`src/sv/graph_strong_connectivity_check_top_defines.svh`:
```
// Assertion macros used by the RTL controller.
`ifndef GRAPH_STRONG_CONNECTIVITY_CHECK_TOP_DEFINES_SVH
`define GRAPH_STRONG_CONNECTIVITY_CHECK_TOP_DEFINES_SVH

// The consequent must hold in the same cycle as the antecedent.
`define GSCC_ASSERT_NOW(label, cond, conseq) \
    label: assert property (@(posedge i_clk) disable iff (!i_rst_n) (cond) |-> (conseq)) \
        else $error("gscc assertion failed");

// The consequent must hold in the cycle after the antecedent.
`define GSCC_ASSERT_NEXT(label, cond, conseq) \
    label: assert property (@(posedge i_clk) disable iff (!i_rst_n) (cond) |=> (conseq)) \
        else $error("gscc assertion failed");

`endif

```
`src/sv/gscc_pkg.sv`:
```
`timescale 1ns / 1ps
`default_nettype none

package gscc_pkg;

    localparam int NODE_W = 6;
    localparam int CFG_W  = 7;

    localparam logic OP_ADD   = 1'b0;
    localparam logic OP_CHECK = 1'b1;

    typedef enum logic [3:0] {
        ST_CLEAR,
        ST_IDLE,
        ST_ADD_RD1,
        ST_ADD_WR1,
        ST_ADD_RD2,
        ST_ADD_WR2,
        ST_P1_INIT,
        ST_P1_ROOT,
        ST_STEP,
        ST_POP,
        ST_P2_INIT,
        ST_P2_NEXT,
        ST_P2_ROOT,
        ST_DONE
    } t_state;

    typedef enum logic [3:0] {
        DP_NONE,
        DP_CLR_ROW,
        DP_LATCH,
        DP_ADD_RD1,
        DP_ADD_WR1,
        DP_ADD_RD2,
        DP_ADD_WR2,
        DP_P1_INIT,
        DP_P1_ROOT,
        DP_STEP,
        DP_POP,
        DP_P2_INIT,
        DP_P2_NEXT,
        DP_P2_ROOT
    } t_dp_op;

    typedef struct packed {
        logic edge_ok;
        logic two_way;
        logic clr_last;
        logic root_found;
        logic cand_any;
        logic last_pop;
        logic idx_zero;
        logic root_visited;
        logic tree_seen;
        logic pass2;
    } t_dp_status;

endpackage

`default_nettype wire

```
`src/sv/gscc_ctrl.sv`:
```
`timescale 1ns / 1ps
`default_nettype none

`include "graph_strong_connectivity_check_top_defines.svh"

module gscc_ctrl (
    input  wire logic                 i_clk,
    input  wire logic                 i_rst_n,
    input  wire logic                 i_start,
    input  wire logic                 i_operation,
    input  wire gscc_pkg::t_dp_status i_status,
    output gscc_pkg::t_dp_op          o_op,
    output logic                      o_busy,
    output logic                      o_strobe
);

    gscc_pkg::t_state r_state, n_state;

    always_ff @(posedge i_clk) begin
        if (!i_rst_n) begin
            r_state <= gscc_pkg::ST_CLEAR;
        end else begin
            r_state <= n_state;
        end
    end

    always_comb begin
        n_state = r_state;
        o_op    = gscc_pkg::DP_NONE;
        unique case (r_state)
            gscc_pkg::ST_CLEAR: begin
                o_op = gscc_pkg::DP_CLR_ROW;
                if (i_status.clr_last) begin
                    n_state = gscc_pkg::ST_IDLE;
                end
            end
            gscc_pkg::ST_IDLE: begin
                o_op = gscc_pkg::DP_LATCH;
                if (i_start) begin
                    if (i_operation == gscc_pkg::OP_CHECK) begin
                        n_state = gscc_pkg::ST_P1_INIT;
                    end else if (i_status.edge_ok) begin
                        n_state = gscc_pkg::ST_ADD_RD1;
                    end
                end
            end
            gscc_pkg::ST_ADD_RD1: begin
                o_op    = gscc_pkg::DP_ADD_RD1;
                n_state = gscc_pkg::ST_ADD_WR1;
            end
            gscc_pkg::ST_ADD_WR1: begin
                o_op    = gscc_pkg::DP_ADD_WR1;
                n_state = i_status.two_way ? gscc_pkg::ST_ADD_RD2 : gscc_pkg::ST_IDLE;
            end
            gscc_pkg::ST_ADD_RD2: begin
                o_op    = gscc_pkg::DP_ADD_RD2;
                n_state = gscc_pkg::ST_ADD_WR2;
            end
            gscc_pkg::ST_ADD_WR2: begin
                o_op    = gscc_pkg::DP_ADD_WR2;
                n_state = gscc_pkg::ST_IDLE;
            end
            gscc_pkg::ST_P1_INIT: begin
                o_op    = gscc_pkg::DP_P1_INIT;
                n_state = gscc_pkg::ST_P1_ROOT;
            end
            gscc_pkg::ST_P1_ROOT: begin
                o_op    = gscc_pkg::DP_P1_ROOT;
                n_state = i_status.root_found ? gscc_pkg::ST_STEP : gscc_pkg::ST_P2_INIT;
            end
            gscc_pkg::ST_STEP: begin
                o_op = gscc_pkg::DP_STEP;
                if (!i_status.cand_any) begin
                    if (!i_status.last_pop) begin
                        n_state = gscc_pkg::ST_POP;
                    end else if (i_status.pass2) begin
                        n_state = gscc_pkg::ST_P2_NEXT;
                    end else begin
                        n_state = gscc_pkg::ST_P1_ROOT;
                    end
                end
            end
            gscc_pkg::ST_POP: begin
                o_op    = gscc_pkg::DP_POP;
                n_state = gscc_pkg::ST_STEP;
            end
            gscc_pkg::ST_P2_INIT: begin
                o_op    = gscc_pkg::DP_P2_INIT;
                n_state = gscc_pkg::ST_P2_NEXT;
            end
            gscc_pkg::ST_P2_NEXT: begin
                o_op    = gscc_pkg::DP_P2_NEXT;
                n_state = i_status.idx_zero ? gscc_pkg::ST_DONE : gscc_pkg::ST_P2_ROOT;
            end
            gscc_pkg::ST_P2_ROOT: begin
                o_op = gscc_pkg::DP_P2_ROOT;
                if (i_status.root_visited) begin
                    n_state = gscc_pkg::ST_P2_NEXT;
                end else if (i_status.tree_seen) begin
                    n_state = gscc_pkg::ST_DONE;
                end else begin
                    n_state = gscc_pkg::ST_STEP;
                end
            end
            gscc_pkg::ST_DONE: begin
                n_state = gscc_pkg::ST_CLEAR;
            end
            default: begin
                n_state = gscc_pkg::ST_CLEAR;
            end
        endcase
    end

    assign o_busy   = (r_state != gscc_pkg::ST_IDLE);
    assign o_strobe = (r_state == gscc_pkg::ST_DONE);

    `GSCC_ASSERT_NOW(a_strobe_busy, o_strobe, o_busy)
    `GSCC_ASSERT_NEXT(a_strobe_single, o_strobe, !o_strobe)
    `GSCC_ASSERT_NEXT(a_check_busy, i_start && !o_busy && (i_operation == gscc_pkg::OP_CHECK), o_busy)
    `GSCC_ASSERT_NEXT(a_done_clears, r_state == gscc_pkg::ST_DONE, r_state == gscc_pkg::ST_CLEAR)

endmodule

`default_nettype wire

```
`config.mk`:
```
export PLATFORM = sky130hd
export DESIGN_NAME = gscc_ctrl
export DESIGN_NICKNAME = d
export VERILOG_FILES = /design/src/sv/gscc_pkg.sv /design/src/sv/gscc_ctrl.sv
export VERILOG_INCLUDE_DIRS = /design/src /design/src/sv
export SDC_FILE = /design/constraint.sdc
export NUM_CORES = 1
export LEC_CHECK = 0
export BUFFER_PORTS_ARGS = -buffer_cell sky130_fd_sc_hd__buf_2
export CAP_MARGIN = 20
export CORE_AREA = 2 2 39 41
export CTS_CLUSTER_DIAMETER = 100
export DETAILED_ROUTE_END_ITERATION = 16
export DIE_AREA = 0 0 41 43
export PLACE_DENSITY_LB_ADDON = 0.15
export SLEW_MARGIN = 25
export SYNTH_ARGS = -nofsm -noshare
export SYNTH_HDL_FRONTEND = slang
export SYNTH_SLANG_ARGS = --single-unit
```
`constraint.sdc`:
```
create_clock -name i_clk -period 1.4 [get_ports i_clk]
set_clock_uncertainty 0.1 [all_clocks]
set_input_delay 0.14 -clock i_clk [delete_from_list [all_inputs] [get_ports i_clk]]
set_output_delay 0.14 -clock i_clk [all_outputs]
set_load 0.03 [all_outputs]
```
# Yosys cells after proc, flatten, opt, wreduce, memory -nomap -nowiden
# Cells that the tools add are included.
[word_totals]
input_bits = 14
word_cells = 35
out_inout_bits = 6
reg_bits = 4
[classes]
n_eq_ne = 18
reduce_logical = 2
n_mux = 14
[op_table]
columns = ["cell", "count"]
rows = [
  ["4-bit one-hot mux with 13 select lines", 2],
  ["4-bit 2-to-1 mux", 7],
  ["4-bit == test, second input constant", 6],
  ["4-bit by 3-bit == test with 1-bit output, second input constant", 4],
  ["3-bit 2-to-1 mux", 3],
  ["4-bit by 2-bit == test with 1-bit output, second input constant", 2],
  ["2-bit inequality test, second input constant", 3],
  ["4-bit by 1-bit == test with 1-bit output, second input constant", 1],
  ["4-bit logical NOT", 1],
  ["4-bit by 1-bit inequality test with 1-bit output, second input constant", 1],
  ["4-bit AND reduction", 1],
  ["3-bit inequality test, second input constant", 1],
  ["2-bit 2-to-1 mux", 1],
  ["1-bit 2-to-1 mux", 1],
]

# Logic depth before layout (Yosys ltp)
[logic_depth]
ltp_word = 4
depth_mapped = 6

# Least setup slack after synthesis
# No wires, ideal clock.
[synth_timing]
kind = "reg-to-output"
start = "reg r_state[2]"
end = "out o_op[0]"
path_slack_ps = 41
path_stages_with_launch = 4
arrival_time_ps = 1119
t_required_ps = 1160
path_buffers = 1
cell_sequence = "dfxtp_1 > and2_1 > buf_2 > a21oi_1"
[synth_via]
elab_chain_cells = 2
[synth_rtl]
columns = ["element", "line_no", "text"]
rows = [
  ["start: declaration", "gscc_ctrl.sv:17", "gscc_pkg::t_state r_state, n_state;"],
  ["start signal: assignment", "gscc_ctrl.sv:21", "r_state <= gscc_pkg::ST_CLEAR;"],
  ["start signal: assignment", "gscc_ctrl.sv:23", "r_state <= n_state;"],
  ["4-bit == test, or another cell as far along", "gscc_ctrl.sv:30", "unique case (r_state)"],
  ["4-bit one-hot mux with 13 select lines (*)", "gscc_ctrl.sv:30", ""],
  ["end: declaration", "gscc_ctrl.sv:12", "output gscc_pkg::t_dp_op o_op,"],
]
# Every way passes the cells marked *; elsewhere a longest branch is shown, timed or not.

# Worst setup path after layout
[layout_timing]
start = "reg r_state[0]"
end = "out o_op[3]"
# Same word-level chain as after synthesis.

==> metrics.yaml <==
critical_path_class: "flip-flop to output pin"
synthArstFlopShare_pct: 0
fin_crit_ns: 1.42
wl_um: 1500
avgSynthCellArea_um2: 6.78
synth-main-ff-cell: "dfxtp_1"
yosys.area.top_type: "dfxtp_1"
p_seq_share_pct: 20.4
vias: 615
synth.most_common_cell: "a21oi_1"
ys_seq_area_share_pct: 17.1
final_util_pct: 57.3
peakVddDrop_mv: 0.579
r2r-start: "r_state[1]$_SDFFE_PN0P_"
critPathSlowestCell: "dfxtp_4"
fp-row-count: 14
gr-total-overflow: 0
max_stage_delay_ns: 0.36
synth_cells: 69
setup_viol: 3
numCtsBuffers: 3
switchingPower_mw: 0.361
failed_checks: "setup timing"
final.setup.worst_slack_ns: -0.0151
drive_gt1_share_pct: 56.6
drv_cap: 0
place_inst: 109
timing_hold_violations_final: 0
cp-startpoint: "r_state[0]$_SDFFE_PN0P_"
max_freq_mhz: 707
crit_fanout: 6
ant_nets: 0
reg.largest.list: "r_state (4)"
io_pins: 20
drc: 0
grt-busiest-layer: "met2"
grt_use_met1_pct: 24.8
largest-register: "r_state"
synth_seq_cells: 4
vias_per_cell: 5.35
dpl-instance-area_um2: 631
dieHeight_um: 43
synth_edf_count: 0
synth_top_area_share_pct: 17.1
end_kind: "output pin"
crit_required_ns: 1.16
syn2layout_area_growth_pct: 69.5
die_area_um2: 1760
p_leak_nw: 0.355
diodes: 0
power-per-cell-area_nw_per_um2: 1080
timing.slew.headroom_pct: 82.0
combPwrFrac_pct: 61.5
syn-num-nets: 83
first_global_vias: 561
io_buffer_count: 19
grt_setup_unrepaired: "yes"
clkTransAtPathRegs_ns: 0.04
arrival_ns: 1.18
setup_tns_ns: -0.0166
crit_path_start_kind: "flip-flop"
drv_slew: 0
netlist-cell-type-count: 34
grt_max_degree: 10
clkPwrFrac_pct: 18.1
cp_cell_sequence: "or2_4, nand2_2, nand2_1, nand2_1, buf_6"
cts_tree: "built"
met2_usage_pct: 31.6
dr.pass1.iters: 4
clock_tree.htree_level_count: 1
hp-start: "i_rst_n"
hold_class: "input port to flip-flop"
first_iter_violations: 21
internal_power_mw: 0.492
clock_latency_ns: 0.25
switching_share_pct: 42.3
start_util_pct: 33.8
holdBufCountCts: 0
dpl.hpwl_um: 1060
grtUsageMet3_pct: 8.38
yosys-top-cells-count: "a21oi_1, nand2_1, nor2_1"
cp_common_cell: "nand2_1"
place.gp.congestion: 0.787
grt_usage_pct: 21.0
status: "finished with violations"
synthTopCellsByArea: "dfxtp_1, a21oi_1, nand2_1"
stdcell_area_um2: 793
worst_pin_slew_ns: 0.267
grt_antenna_before_repair: 0
clkSinkCount: 4
die_w_um: 41
cts_root_buffer: "clkbuf_4"
clock_path_buffers: 2
coreArea_um2: 1380
largest_reg_flops: 4
fin_crit_sh_pct: 101
wire_per_inst_um: 13.1
fin_cells: 115
syn-cell-area_um2: 468
ys_warn_count: 0
grt_first_pass_wirelength_um: 2420
nNetsFinal: 115
==> final cells by class <==
class,count,area [µm²]
flip-flops and latches,4,95.1
inverters,2,7.51
clock buffers,3,22.5
multi-input cells,57,405
well taps,16,20.0
repair buffers,33,243
fillers,139,591
==> routing by layer <==
layer,up-vias,wire (µm)
li1,311,-
met1,290,654
met2,12,748
met3,2,77
met4,0,22
met5,-,0
==> worst max-delay path: cells and delay by family, from the launching register on <==
family / cells / cell delay, ns
buf+inv: 1 / 0.13
flops: 1 / 0.36
simple gates: 4 / 0.43
==> power groups by stage <==
stage	combinational, mW	clock (mW)	sequential [mW]
detailed placement	0.402	0	0.169
global route	0.566	0.167	0.178
CTS	0.453	0.162	0.170
global placement	0.406	0	0.169
finish	0.525	0.154	0.174
floorplan	0.290	0	0.146
==> metrics by stage <==
| stage | power, mW | hold WS (ns) | worst slack, ns |
|---|---|---|---|
| floorplan | 0.436 | 0.171 | 0.0411 |
| global placement | 0.575 | 0.316 | -0.0212 |
| detailed placement | 0.570 | 0.318 | -0.0203 |
| CTS | 0.785 | 0.0396 | -0.0212 |
| global route | 0.911 | 0.0550 | -0.0566 |
| finish | 0.854 | 0.0478 | -0.0151 |
==> worst paths after layout <==
path / cells after the start / slack (ns) / endpoint
hold reg to reg: 3 / 0.57 / r_state[2]$_SDFFE_PN0P_
setup reg to reg: 5 / 0 / r_state[1]$_SDFFE_PN0P_
setup / recovery: 5 / -0.02 / o_op[3]
hold / removal: 2 / 0.05 / r_state[0]$_SDFFE_PN0P_
==> cells in the final DEF, fill, tap and decap left out, drive strengths merged <==
master / instances
buf: 33
a21oi: 8
nand2: 7
nor2: 6
o21ai: 6
nand3: 5
dfxtp: 4
clkbuf: 3
nor2b: 3
inv: 2
nand2b: 2
and2b: 1
or2: 1
and2: 1
xnor2: 1
and3: 1
nand3b: 1
nand4b: 1
a21o: 1
nor4bb: 1
o31ai: 1
nor3: 1
a32oi: 1
a31oi: 1
o221ai: 1
mux2i: 1
o21ba: 1
nor4b: 1
nand4: 1
o211ai: 1
o311a: 1
==> kinds of logic after synthesis <==
kind of cell,after synthesis,share of synthesized area [%]
AND/OR/NAND/NOR,33,39.0
AO/OA/AOI/OAI,22,30.8
buffers and inverters,8,9.09
flip-flops,4,17.1
XOR/XNOR,1,1.87
multiplexers,1,2.14
==> repair_timing <==
action	in CTS	in global routing
setup endpoints to repair	9	10
pin swaps	5	7
gates resized for setup	26	16
buffers inserted	2	1
No activity file was read; power rests on OpenSTA's default activity.
